<file path="src/sv/stp_pkg.sv">
// Shared types and constants of the stepper ramp generator.
// Used by the controller, the datapath and the top level; no dependencies.
package stp_pkg;

  localparam int NUM_AXES   = 7;
  localparam int AX_W       = 3;
  localparam int DIV_W      = 48;
  localparam int SQ_STEPS   = 32;
  localparam int START_VEL  = 2560;
  localparam int MIN_LIMIT  = 10;
  localparam int IN_USER_W  = 6;
  localparam int IN_DATA_W  = 40;
  localparam int OUT_DATA_W = 80;

  typedef enum logic [2:0] {
    CMD_TICK, CMD_MOVE, CMD_HOME, CMD_STOP, CMD_SETPOS
  } cmd_e;

  typedef enum logic [2:0] {
    M_STOP, M_ACCEL, M_CRUISE, M_DECEL, M_BRAKE
  } motion_e;

  typedef enum logic [2:0] {
    H_IDLE, H_IN1, H_OUT1, H_IN2, H_OUT2, H_ERROR
  } homing_e;

  typedef enum logic [1:0] {
    REG_ACCEL, REG_VMAX, REG_TICK_HZ, REG_MIN_RELOAD
  } reg_e;

  typedef struct packed {
    logic latch;
    logic exec;
    logic tick;
    logic div_go;
    logic div_rel;
    logic sts_ld;
    logic decide;
    logic sqrt_go;
    logic vel_upd;
    logic rel_ld;
    logic start;
    logic home_adv;
    logic out_ld;
  } stp_cmd_t;

  typedef struct packed {
    logic is_tick;
    logic stopped;
    logic div_done;
    logic sqrt_done;
    logic need_sqrt;
    logic fin;
    logic vel_zero;
  } stp_stat_t;

endpackage

</file>
<file path="src/sv/stp_ctrl.sv">
// Controller: sequences one request through the datapath and owns the handshakes.
// Depends on stp_pkg for the command and status structs.
module stp_ctrl (
  input  logic               clk_i,
  input  logic               rst_ni,
  input  logic               in_valid_i,
  output logic               in_ready_o,
  output logic               out_valid_o,
  input  logic               out_ready_i,
  output stp_pkg::stp_cmd_t  cmd_o,
  input  stp_pkg::stp_stat_t stat_i
);

  typedef enum logic [3:0] {
    S_IDLE, S_CMD, S_TDIV1, S_TDIV1W, S_TDEC, S_TSQ, S_TSQW, S_TVEL,
    S_TREL, S_TRELW, S_ST1, S_HOME, S_ST2, S_DONE
  } state_e;

  state_e state_q, state_d;
  logic   out_valid_q;
  logic   can_load;

  assign can_load = !out_valid_q || out_ready_i;

  always_comb begin
    state_d = state_q;
    cmd_o   = '0;
    case (state_q)
      S_IDLE: begin
        if (in_valid_i) begin
          cmd_o.latch = 1'b1;
          state_d     = S_CMD;
        end
      end
      S_CMD: begin
        if (!stat_i.is_tick) begin
          cmd_o.exec = 1'b1;
          state_d    = S_ST1;
        end else if (stat_i.stopped) begin
          state_d = S_ST1;
        end else begin
          cmd_o.tick = 1'b1;
          state_d    = S_TDIV1;
        end
      end
      S_TDIV1: begin
        cmd_o.div_go = 1'b1;
        state_d      = S_TDIV1W;
      end
      S_TDIV1W: begin
        if (stat_i.div_done) begin
          cmd_o.sts_ld = 1'b1;
          state_d      = S_TDEC;
        end
      end
      S_TDEC: begin
        cmd_o.decide = 1'b1;
        state_d      = S_TSQ;
      end
      S_TSQ: begin
        if (stat_i.need_sqrt) begin
          cmd_o.sqrt_go = 1'b1;
          state_d       = S_TSQW;
        end else begin
          state_d = S_TVEL;
        end
      end
      S_TSQW: begin
        if (stat_i.sqrt_done) state_d = S_TVEL;
      end
      S_TVEL: begin
        cmd_o.vel_upd = 1'b1;
        state_d       = S_TREL;
      end
      S_TREL: begin
        if (stat_i.fin) begin
          state_d = S_ST1;
        end else if (stat_i.vel_zero) begin
          cmd_o.rel_ld = 1'b1;
          state_d      = S_ST1;
        end else begin
          cmd_o.div_go  = 1'b1;
          cmd_o.div_rel = 1'b1;
          state_d       = S_TRELW;
        end
      end
      S_TRELW: begin
        cmd_o.div_rel = 1'b1;
        if (stat_i.div_done) begin
          cmd_o.rel_ld = 1'b1;
          state_d      = S_ST1;
        end
      end
      S_ST1: begin
        cmd_o.start = 1'b1;
        state_d     = S_HOME;
      end
      S_HOME: begin
        cmd_o.home_adv = 1'b1;
        state_d        = S_ST2;
      end
      S_ST2: begin
        cmd_o.start = 1'b1;
        state_d     = S_DONE;
      end
      S_DONE: begin
        if (can_load) begin
          cmd_o.out_ld = 1'b1;
          state_d      = S_IDLE;
        end
      end
      default: state_d = S_IDLE;
    endcase
  end

  always_ff @(posedge clk_i or negedge rst_ni) begin
    if (!rst_ni) begin
      state_q     <= S_IDLE;
      out_valid_q <= 1'b0;
    end else begin
      state_q <= state_d;
      if (cmd_o.out_ld) out_valid_q <= 1'b1;
      else if (out_ready_i) out_valid_q <= 1'b0;
    end
  end

  assign in_ready_o  = (state_q == S_IDLE);
  assign out_valid_o = out_valid_q;

endmodule

</file>
<file path="config.mk">
export PLATFORM = sky130hd
export DESIGN_NAME = stp_ctrl
export DESIGN_NICKNAME = d
export VERILOG_FILES = /design/src/sv/stp_pkg.sv /design/src/sv/stp_ctrl.sv
export SDC_FILE = /design/constraint.sdc
export NUM_CORES = 1
export LEC_CHECK = 0
export ABC_AREA = 1
export BUFFER_PORTS_ARGS = -buffer_cell sky130_fd_sc_hd__buf_2
export CAP_MARGIN = 20
export CORE_AREA = 2 2 39 41
export CTS_CLUSTER_DIAMETER = 30
export DETAILED_ROUTE_END_ITERATION = 12
export DIE_AREA = 0 0 41 43
export GPL_TIMING_DRIVEN = 0
export HOLD_SLACK_MARGIN = 0.02
export PLACE_DENSITY = 0.69
export REMOVE_ABC_BUFFERS = 1
export SLEW_MARGIN = 20
export SYNTH_ARGS = -nofsm -noshare
export SYNTH_HDL_FRONTEND = slang
export SYNTH_SLANG_ARGS = --single-unit
</file>
<file path="constraint.sdc">
create_clock -name clk_i -period 1.3 [get_ports clk_i]
set_input_delay 0.26 -clock clk_i [delete_from_list [all_inputs] [get_ports clk_i]]
set_output_delay 0.26 -clock clk_i [all_outputs]
set_load 0.01 [all_outputs]
</file>
==> flow_results.org, run 1 <==
** Run status
- Result of the run :: finished with violations
- Failing checks :: negative setup slack

** Synth
- The cell count after synthesis came out at 95.
- Sequential fraction of the synthesis area :: around a quarter
- The synthesized design contains 5 register bits.
- Cell variety after synth :: 15
- The Yosys step of the flow raised 0 warnings.
- In this run the mean area of a mapped cell was 5.347 um2.
- Mapped cell area :: slightly above 500 um2

** Detailed routing
- The first detailed-routing pass took 4 iterations.
- After detailed routing, the number of remaining DRC violations is 0.
- Vias after detailed routing :: 739
- Via-to-Cell Ratio :: 4.830
- The first routing iteration left 17 violations.
- Detailed Route WL :: between 1.5 and 2 mm
- In the final routed layout, each cell accounts on average for 11.62 um.
- In this run the remaining antenna-violating nets after routing total 0.

** Final layout
- Commonest cells after routing, fill and taps aside :: nand2_1 (25), buf_2 (25), nor2_1 (12)
- For this run, the number of standard cells in the final layout without fillers is ~150.
- Cells with a size suffix above 1 make up 52.55% of the layout.
- Summing all multi-input logic gate instances after layout gives 437.9 um2.
- Total Nets Final :: 149
- The number of antenna diodes in the final layout is 0.
- After filler insertion, the fill cell instance count of the layout stands at 116.
- Growth of design area from synthesis to finish :: 79.31%
- Registers take 130.1 um2.
- Total non-filler cell area in the finished layout :: 910.9 um2

** GRT
- Final global-route overflow total :: 0
- Number of global-route vias before repair :: a little under 600
- Antenna violations before repair :: 0
- For this run, the total global-route usage over all layers was measured as between 10% and 20%.
- First-pass GRT wire length :: 2.339 mm
- Entering global routing, the biggest net connects 8 pins.

** Worst setup path
- Endpoint arrival time on the critical path :: 1.35 ns
- On the critical path, the stage with the largest delay is an instance of dfrtp_2.
- STA classifies the critical path startpoint as a flip-flop.
- Critical path buffers and inverters :: 2
- Critical Setup Path Class :: reg -> out
- Data required time at the worst endpoint :: around 1.0 ns
- On the worst path, the slowest cell contributes a delay of 0.44 ns.
- Critical path capture point type :: output pin
- On the critical path the largest part of the delay comes from flip-flops.
- Critical Path, Cell by Cell :: inv_2, nor2_2, nand2_2, o21ai_1, buf_2
- Crit-path max FO :: 6

** Clock network
- In this run the number of H-tree levels came out at 1.
- Clk sink count :: 5
- CTS tree :: done
- Skew-Pair Late Insertion Delay :: 0.24 ns
- Number of clock buffers inserted by TritonCTS :: 3
- Max Buffers Root-to-Sink :: 2
- Clock transition time at the flip-flop clock pins of the worst setup and hold paths :: around 0.050 ns
- The tree is rooted in a clkbuf_4.

** Timing
- After layout, the worst path uses 123.7% of the clock period.
- Achievable clock frequency :: 621.8 MHz
- Final setup margin :: -0.3082 ns
- Setup violations remaining at the end of the flow were counted as 18.
- The final number of hold-violating endpoints came to 0.
- Between clock sinks in the finished design, the worst skew comes to 0.008188 ns.
- The worst pin sits at a relative slew slack of 83.39%.
- Post-layout min period :: 1.608 ns
- Setup repair after global routing missed its margin :: yes
- The total count of max-transition violations in the final report is 0.
- At the pin with the least slew margin, the transition time is 0.2471 ns.

** Floorplan
- The initial utilization of the core area, before any placement, comes to around 37%.
- The die is 43 um tall.
- Core Footprint :: 1384 um2
- I/O pin cnt :: 26
- The floorplan step defined a die boundary enclosing roughly 1800 um2.
- Placement Rows :: 14
- The floorplan step set the die width to ~41 um.

** Hold path
- Worst hold path type :: in -> reg

** Place
- In this run the tool buffered the top-level ports with 25 buffer cells.
- At the end of routability-driven placement, the weighted congestion stood at 0.8580.
- Cell Area, Placed :: 653.1 um2
- Count of placed standard cells including taps :: 136
- Post-detail-place hpwl :: approximately 1.1 mm

** Power
- Total internal power :: 1.004 mW
- In this run the power spent charging and discharging nets is 1.087 mW.
- Switching share of power :: 52.01%
- Sequential share of power :: a little under a fifth
- Peak ir drop on the vdd network :: 0.001013 V
- Per report_power, the combinational group accounts for 72.8% of the total.
- Power density over the cells :: 2296 nW/um2
- Cell leakage power :: 0.5443 nW
- In this run, the clock network consumes around 8.6% of the power.

** Flow run
- Max-cap violations in this run came to 0.
==> power by group through the flow <==
stage | sequential (mW) | clock, mW | combinational [mW]
4_1_cts | 0.363 | 0.181 | 1.18
2_1_floorplan | 0.310 | 0 | 0.687
3_5_place_dp | 0.335 | 0 | 0.928
3_3_place_gp | 0.336 | 0 | 0.933
6_report | 0.389 | 0.181 | 1.52
5_1_grt | 0.396 | 0.195 | 1.68
==> path summary, 6_finish.rpt <==
| path | start | end | slack, ns | cells after the start |
|---|---|---|---|---|
| setup / recovery | state_q[3] | cmd_o[3] | -0.31 | 5 |
| hold / removal | out_ready_i | out_valid_o | 0.23 | 2 |
| setup reg to reg | state_q[2] | state_q[1] | -0.04 | 8 |
| hold reg to reg | out_valid_o | out_valid_o | 0.56 | 2 |
| max in group asynchronous | rst_ni | state_q[1] | 0.79 | 2 |
| min in group asynchronous | rst_ni | state_q[3] | 0.36 | 2 |
==> state kept, by name, summed over array words and instances, names as in the netlist <==
name	count
out_valid_o	1
state_q	4
==> worst register-to-register path, delay by kind of cell (launching register included) <==
family / cells / cell delay [ns]
buffers and inverters: 2 / 0.20
flip-flops: 1 / 0.44
AND/OR/NAND/NOR: 6 / 0.59
==> cells in the mapped netlist <==
| cell type | n | area (um2) |
|---|---|---|
| dfrtp_1 | 5 | 125.1 |
| nand3b_1 | 1 | 7.510 |
| nor3_1 | 3 | 15.01 |
| nor2_2 | 2 | 12.51 |
| inv_2 | 1 | 3.750 |
| a21oi_1 | 3 | 15.01 |
| o21ai_0 | 3 | 15.01 |
| nand2_1 | 33 | 123.9 |
| nor2_1 | 18 | 67.56 |
| nand2_2 | 1 | 6.260 |
| inv_1 | 14 | 52.55 |
| nand3_1 | 8 | 40.04 |
| and2_1 | 1 | 6.260 |
| nand3_2 | 1 | 10.01 |
| o31ai_1 | 1 | 7.510 |
==> area by class of cell <==
| class | instances | area share (%) |
|---|---|---|
| multi-input cells | 75 | 48.08 |
| repair buffers | 38 | 25.55 |
| flip-flops and latches | 5 | 14.29 |
| inverters | 15 | 7.005 |
| clock buffers | 4 | 2.885 |
| well taps | 16 | 2.198 |
==> repair_timing <==
| action | 4_1_cts | 5_1_grt |
|---|---|---|
| gates resized for setup | 19 | 24 |
| hold buffers | 1 | 0 |
| pin swaps | 5 | 6 |
| buffers inserted | 7 | 5 |
| setup endpoints to repair | 18 | 18 |
| hold endpoints to repair | 5 | 0 |
==> routing by layer <==
| metal | up-vias | GRT usage, % | share of wire [%] |
|---|---|---|---|
| li1 | 378 | - | - |
| met1 | 339 | 25.24 | 42 |
| met2 | 19 | 30.94 | 54 |
| met3 | 3 | 3.141 | 2.8 |
| met4 | 0 | 4.000 | 0.62 |
| met5 | - | 0 | 0 |
==> kinds of logic (layout without fill, tap and decap cells) <==
kind of cell           count (synthesis)  after routing  synth area share [%]
AO/OA/AOI/OAI                          7              7                 7.388
buffers and inverters                 15             57                 11.08
flip-flops                             5              5                 24.63
AND/OR/NAND/NOR                       68             68                 56.90
==> through the flow <==
step	hold slack [ns]	util, %	TNS [ns]	total power [mW]	setup slack, ns
after floorplan	-0.03559	-	0	0.9972	0.04448
after global placement	0.07748	47.20	-0.4319	1.268	-0.09642
after detailed placement	0.07958	47.20	-0.3686	1.263	-0.09908
after CTS	0.2246	56.51	-2.692	1.722	-0.2566
after global routing	0.2308	65.82	-4.461	2.268	-0.3717
final	0.2340	65.82	-3.358	2.091	-0.3082
Note: power is estimated with default switching activity, not from simulation.
==> inputs of run 2 (changes only) <==
Settings changed: MAX_ROUTING_LAYER set to met4.
==> run 2 against run 1 <==
  * The run still ends with negative setup slack left
  * Wire length shrank 16%
  * Final area shrank 11%
  * Die area is the same
  * Sequential power shrank 5.4%
  * Sequential share of layout area grew 1.8 points
  * Combinational power shrank 17%
  * Power shrank 14%
  * Global-route usage shrank 0.87 points
==> flow_results.org, run 2 (synthesized netlist as in run 1, its figures left out) <==
** Clock network
- The root buffer selected by CTS is clkbuf_4 (unchanged).
- Number of levels the H-tree was split into :: 1 (unchanged)
- The maximum root-to-sink buffer count was 2 (unchanged).
- CTS tree :: done (unchanged)
- The insertion delay to the later sink of the worst-skew pair is 0.24 ns (about the same).
- The number of buffers inserted during clock tree synthesis is 3 (unchanged).
- The TritonCTS sink count is 5 (unchanged).
- Clock transition time at the flip-flop clock pins of the worst setup and hold paths :: 0.05 ns (about the same)

** GRT
- Antenna violations before repair :: 0 (unchanged)
- The overall overflow remaining after global route came to 0 (unchanged).
- The number of global-route vias before repair was 596 (was 593).
- The largest net degree at the start of global routing is 8 (unchanged).
- The wire length of the first global-routing pass is 2.208 mm (was 2.339 mm).
- Total global-route track usage :: 18.14% (was 19.01%)

** Final layout
- Max reg flops :: 4 (unchanged)
- Leaving out fill and tap cells, the most frequent cell in the layout is nand2_1.
- The area growth from synthesis to layout is 59.11% (was 79.31%).
- Commonest cells after routing, fill and taps aside: nand2_1 (27), buf_2 (25), nor2_1 (14) (was nand2_1 (25), buf_2 (25), nor2_1 (12)).
- The register with the highest flop count is state_q (unchanged).
- The number of cells in the finished layout apart from fillers is 148 (was 153).
- The final standard cell area without fillers was 808.3 um2 (was 910.9 um2).
- Number of antenna cells inserted :: 0 (unchanged)
- Layout cells sized above 1 :: 46.21% (was 52.55%)
- Final core area utilization :: 58.41% (was 65.82%)
- The final layout net count is 144 (was 149).

** Power
- Cell leakage power :: 0.4912 nW (was 0.5443 nW)
- The maximum ir drop on the vdd rail was 0.001058 V (was 0.001013 V).
- The power density of the placed cells is 2231 nW/um2 (was 2296 nW/um2).
- Sequential share of power :: 20.4% (was 18.6%)
- The total net switching power is 932.7 uW (was 1.087 mW).
- Relative contribution of combinational cells to total power :: 69.6% (was 72.8%)
- The internal power of the cells came to 870.4 uW (was 1.004 mW).
- The clock power share is 10.0% (was 8.6%).
- Switching share of power :: 51.73% (was 52.01%)

** Floorplan
- The core box area came to 1384 um2 (unchanged).
- The boundary pin count is 26 (unchanged).
- Effective utilization at floorplan :: 36.71% (unchanged)
- The area of the die was 1763 um2 (unchanged).
- The placement row count came to 14 (unchanged).
- The x dimension of the die came to 41 um (unchanged).
- Overall die height :: 43 um (unchanged)

** Detailed routing
- The total wire length came to 1.491 mm (was 1.778 mm).
- Post-route DRC violation count :: 0 (unchanged)
- The number of search-and-repair iterations in the first detailed-routing pass is 4 (unchanged).
- The total number of vias came to 691 (was 739).
- Via-to-Cell Ratio :: 4.669 (was 4.830)
- ANT nets after route :: 0 (unchanged)
- Mean routed wirelength per cell :: 10.07 um (was 11.62 um)
- The first-iteration detailed-routing DRC count is 12 (was 17).

** Timing
- Post-layout min period :: 1.543 ns (was 1.608 ns)
- Actual transition at the worst max-transition pin :: 0.2991 ns (was 0.2471 ns)
- Setup repair after global routing missed its margin :: yes (unchanged)
- Achievable clock frequency :: 648.0 MHz (was 621.8 MHz)
- The worst clock skew came to 0.003203 ns (was 0.008188 ns).
- The final number of hold-violating endpoints came to 0 (unchanged).
- The final cycle utilization of the critical path came to 118.7% (was 123.7%).
- Pins over their slew limit :: 0 (unchanged)
- The setup-violating endpoint count in the final report came to 14 (was 18).
- The minimum hold slack came to 0.2301 ns (was 0.2340 ns).
- Max-Slew Margin vs Limit :: 79.89% (was 83.39%)
- Final setup margin :: -0.2433 ns (was -0.3082 ns)

** Place
- Global placement routability congestion :: 0.8702 (was 0.8580)
- The number of placed instances with taps included came to 136 (unchanged).
- The standard cell area after detailed placement was 653.1 um2 (unchanged).
- The quantity of I/O buffers inserted on ports is 25 (unchanged).
- The half-perimeter wire length after detailed placement is 1.158 mm (was 1.111 mm).
- Worst setup slack before clock tree synthesis :: -0.1327 ns (was -0.09908 ns)

** Worst setup path
- Worst setup SP type :: flip-flop (unchanged)
- The library cell contributing the largest single delay on the critical path was dfrtp_2 (unchanged).
- The gate family responsible for the most delay along the worst path is flip-flops (unchanged).
- The endpoint required time on the critical path is 1.04 ns (about the same).
- The buffers plus inverters on the worst setup path was 3 (was 2).
- Endpoint arrival time on the critical path :: 1.28 ns (was 1.35 ns)
- Critical Setup Path Class :: reg -> out (unchanged)
- The category of the worst setup path capture point is an output pin (unchanged).
- Critical Path, Cell by Cell: inv_2, nand2_2, buf_4, nor3_2, buf_2 (was inv_2, nor2_2, nand2_2, o21ai_1, buf_2).
- Peak per-stage delay on the critical path :: 0.45 ns (was 0.44 ns)
- The biggest fanout along the worst timing path was 6 (unchanged).

** Flow run
- The max-capacitance violation count came to 0 (unchanged).

** Hold path
- The worst min-delay path category is in -> reg (unchanged).

** Run status
- Failing checks :: negative setup slack (unchanged)
- Result of the run: finished with violations (unchanged).
-- run 2: changes by cell type in the layout (fill, tap and decap cells not counted), sizes merged --
| cell | before | now |
|---|---|---|
| buf | 37 | 32 |
-- run 2: final timing paths --
path	to	cells after the start	startpoint	slack (ns)
worst max-delay path	cmd_o[12]	5	state_q[3]	-0.24
worst min-delay path	out_valid_o	2	out_ready_i	0.23
worst max register to register	state_q[0]	10	state_q[3]	0.01
worst min register to register	out_valid_o	2	out_valid_o	0.54
max in group asynchronous	state_q[2]	2	rst_ni	0.79
min in group asynchronous	state_q[3]	2	rst_ni	0.36
-- run 2: what timing repair did --
| item | 4_1_cts | 5_1_grt |
|---|---|---|
| cloned | 0 | 0 |
| hold buffers | 1 | 0 |
| endpoints found under the hold margin | 5 | 0 |
| pin swaps | 5 | 2 |
| resized for setup | 21 | 7 |
| setup endpoints to repair | 18 | 18 |
| setup buffers | 4 | 3 |
-- run 2: layer usage --
metal / share of wire (%) / global-route usage, %
met1: 46 / 24.60
met2: 48 / 25.94
met3: 4.4 / 3.665
met4: 0.94 / 6.667
met5: 0 / -
-- run 2: area by class of cell --
type	instances	area, um2
repair buffers	33	191.4
flip-flops and latches	5	130.1
well taps	16	20.02
clock buffers	4	26.28
inverters	15	58.81
fillers	145	575.6
multi-input cells	75	381.6
-- run 2: power groups by stage --
stage	Clock, mW	Combinational [mW]	Sequential [mW]
after floorplan	0	0.687	0.310
after global placement	0	0.928	0.338
after detailed placement	0	0.928	0.341
after CTS	0.185	1.13	0.368
after global routing	0.193	1.40	0.377
final	0.179	1.26	0.368
-- run 2: worst reg2reg max path, cell delays in order (launching register included) --
cell     delay (ns)
dfrtp_2        0.45
buf_4          0.15
nand2_2        0.10
nor2_4         0.04
nand2_1        0.09
buf_4          0.12
nand2_1        0.04
inv_1          0.04
nand2_1        0.04
nand2_1        0.06
nand2_1        0.05
-- run 2: through the flow --
step                      TNS (ns)  power [mW]
after global routing        -4.151       1.973
after floorplan                  0      0.9972
after global placement     -0.4170       1.267
after CTS                   -2.615       1.683
final                       -2.686       1.803
after detailed placement   -0.4908       1.269
==> inputs of run 3 (changes only) <==
Settings changed: RECOVER_POWER set to 100.
==> run 3 against run 2 <==
  * The run still ends with negative setup slack left
  * Sequential power hardly changed
  * Wire length fell by 0.13%
  * First-iteration DRC count unchanged
==> flow_results.org, run 3 (synthesized netlist as in run 1, its figures left out) <==
** Timing
- Setup repair after global routing missed its margin :: yes (unchanged)
- The setup-violating endpoint count in the final report came to 14 (unchanged).
- Layout Skew :: 0.003016 ns (was 0.003203 ns)
- The final setup slack of the worst path came to -0.2433 ns (about the same).
- The final number of hold-violating endpoints was 0 (unchanged).
- The maximum achievable frequency was 648.0 MHz (unchanged).
- Actual transition at the worst max-transition pin :: 0.2991 ns (unchanged)
- Min Hold Slack :: 0.2299 ns (was 0.2301 ns)
- The final cycle utilization of the critical path was 118.7% (about the same).
- The time the worst path needs with I/O delays and setup was 1.543 ns (about the same).
- The worst relative slew slack was 79.89% (unchanged).
- Pins over their slew limit :: 0 (unchanged)

** Detailed routing
- DRT Pass-1 Iters :: 4 (unchanged)
- The routed wirelength normalized by instance count was 10.06 um (was 10.07 um).
- Post-route DRC violation count :: 0 (unchanged)
- Via-to-Cell Ratio :: 4.669 (unchanged)
- Detailed Route WL :: 1.489 mm (was 1.491 mm)
- ANT nets after route :: 0 (unchanged)
- Vias after detailed routing :: 691 (unchanged)
- The first-iteration detailed-routing DRC count came to 12 (unchanged).

** Clock network
- The CTS tree is done (unchanged).
- The insertion delay to the later sink of the worst-skew pair is 0.24 ns (about the same).
- The depth of the CTS H-tree was 1 (unchanged).
- The clock-pin slew on the worst setup and hold paths was 0.05 ns (about the same).
- The number of buffers inserted during clock tree synthesis was 3 (unchanged).
- Clk sink count :: 5 (unchanged)
- Max Buffers Root-to-Sink :: 2 (unchanged)
- The root buffer selected by CTS is clkbuf_4 (unchanged).

** Floorplan
- The core box area is 1384 um2 (unchanged).
- The area of the die was 1763 um2 (unchanged).
- The boundary pin count came to 26 (unchanged).
- The x dimension of the die is 41 um (unchanged).
- Overall die height :: 43 um (unchanged)
- The effective utilization at floorplan was 36.71% (unchanged).
- The placement row count is 14 (unchanged).

** Power
- The total net switching power came to 933.2 uW (was 932.7 uW).
- The part of the total power dissipated in combinational logic is 69.6% (about the same).
- The relative contribution of sequential cells to total power came to 20.5% (was 20.4%).
- Overall power of the completed layout :: 1.802 mW (was 1.803 mW)
- The clock power share is 10.0% (about the same).
- The fraction of power spent switching nets is 51.80% (was 51.73%).
- The power density of the placed cells is 2236 nW/um2 (was 2231 nW/um2).
- The maximum ir drop on the vdd rail is 0.001058 V (about the same).
- The internal power of the cells is 868.4 uW (was 870.4 uW).
- Cell leakage power :: 0.4841 nW (was 0.4912 nW)

** Worst setup path
- Crit-path max FO :: 6 (unchanged)
- The longest individual stage delay on the worst path was 0.45 ns (about the same).
- The buffers plus inverters on the worst setup path is 3 (unchanged).
- The critical path launch point type is a flip-flop (unchanged).
- Worst path slowest cell :: dfrtp_2 (unchanged)
- The category of the worst setup path capture point was an output pin (unchanged).
- The gate family responsible for the most delay along the worst path was flip-flops (unchanged).
- Critical Path, Cell by Cell: inv_2, nand2_2, buf_4, nor3_2, buf_2 (unchanged).
- The endpoint required time on the critical path is 1.04 ns (about the same).
- The data arrival time of the critical path came to 1.28 ns (about the same).
- R2R Path Start :: state_q[3] (unchanged)
- The critical path launch point was state_q[3] (unchanged).
- Critical Setup Path Class :: reg -> out (unchanged)

** Place
- The global placer's final weighted congestion is 0.8702 (unchanged).
- PortBufs :: 25 (unchanged)
- Cell Area, Placed :: 653.1 um2 (unchanged)
- The half-perimeter wire length after detailed placement was 1.158 mm (unchanged).
- Count of placed standard cells including taps :: 136 (unchanged)
- Worst setup slack before clock tree synthesis :: -0.1327 ns (unchanged)

** Run status
- Result of the run :: finished with violations (unchanged)
- Failing checks :: negative setup slack (unchanged)

** Final layout
- The share of cells above drive strength 1 came to 44.70% (was 46.21%).
- The number of filler cells placed in the layout came to 147 (was 145).
- The register with the highest flop count is state_q (unchanged).
- Number of antenna cells inserted :: 0 (unchanged)
- Commonest cells after routing, fill and taps aside :: nand2_1 (27), buf_2 (23), nor2_1 (14) (was nand2_1 (27), buf_2 (25), nor2_1 (14))
- Number of non-filler instances in the completed layout :: 148 (unchanged)
- The area growth from synthesis to layout was 58.62% (was 59.11%).
- The final standard cell area without fillers is 805.8 um2 (was 808.3 um2).
- Total Nets Final :: 144 (unchanged)
- The most common cell after layout, fill and taps aside is nand2_1 (unchanged).
- Max reg flops :: 4 (unchanged)

** Hold path
- The worst min-delay path category is in -> reg (unchanged).
- Beginning of the worst hold path :: out_ready_i (unchanged)

** GRT
- Largest net degree at the start of global routing :: 8 (unchanged)
- Total global-route track usage :: 18.14% (unchanged)
- Antenna violations before repair :: 0 (unchanged)
- The overall overflow remaining after global route came to 0 (unchanged).
- The wire length of the first global-routing pass was 2.208 mm (unchanged).
- The number of global-route vias before repair was 596 (unchanged).

** Flow run
- Max-capacitance violation count :: 0 (unchanged)
==> run 3: cell types whose count changed in the layout (fill, tap and decap cells not counted) <==
cell / change
clkbuf_1: +2
buf_2: -2
==> run 3: metrics by stage <==
step / utilization [%] / setup TNS, ns
final: 58.23 / -2.686
after global routing: 58.23 / -4.151
after CTS: 55.43 / -2.615
after detailed placement: 47.20 / -0.4908
after global placement: 47.20 / -0.4170
after floorplan: - / 0
==> run 3: area by class of cell <==
| cell class | instances | area, um2 | area share (%) |
|---|---|---|---|
| repair buffers | 33 | 188.9 | 23.45 |
| clock buffers | 4 | 26.28 | 3.261 |
| flip-flops and latches | 5 | 130.1 | 16.15 |
| multi-input cells | 75 | 381.6 | 47.36 |
| inverters | 15 | 58.81 | 7.298 |
| well taps | 16 | 20.02 | 2.484 |
==> run 3: worst paths after layout <==
path                       slack (ns)  depth (start not counted)           to
setup / recovery                -0.24                          5    cmd_o[12]
hold / removal                   0.23                          2  out_valid_o
setup reg to reg                 0.01                         10   state_q[0]
hold reg to reg                  0.55                          2  out_valid_o
max in group asynchronous        0.66                          2   state_q[2]
min in group asynchronous        0.40                          2   state_q[3]
==> run 3: power by group through the flow <==
stage / combinational [mW] / clock [mW] / sequential, mW
after global routing: 1.40 / 0.193 / 0.377
after detailed placement: 0.928 / 0 / 0.341
after global placement: 0.928 / 0 / 0.338
after CTS: 1.13 / 0.185 / 0.368
final: 1.25 / 0.180 / 0.368
after floorplan: 0.687 / 0 / 0.310
==> run 3: per-layer routing <==
metal / up-vias / track usage [%] / share of wire [%] / wire (um)
met4: 0 / 6.667 / 0.94 / 14
met2: 21 / 25.94 / 48 / 719
li1: 372 / - / - / -
met1: 296 / 24.60 / 46 / 690
met5: - / - / 0 / 0
met3: 2 / 3.665 / 4.4 / 65
==> run 3: what timing repair did <==
action                                 in CTS  in global routing
gates cloned                                0                  0
hold buffers                                1                  0
pin swaps                                   5                  2
endpoints found under the hold margin       5                  0
setup buffers                               4                  3
resized for setup                          21                  7
setup endpoints to repair                  18                 18
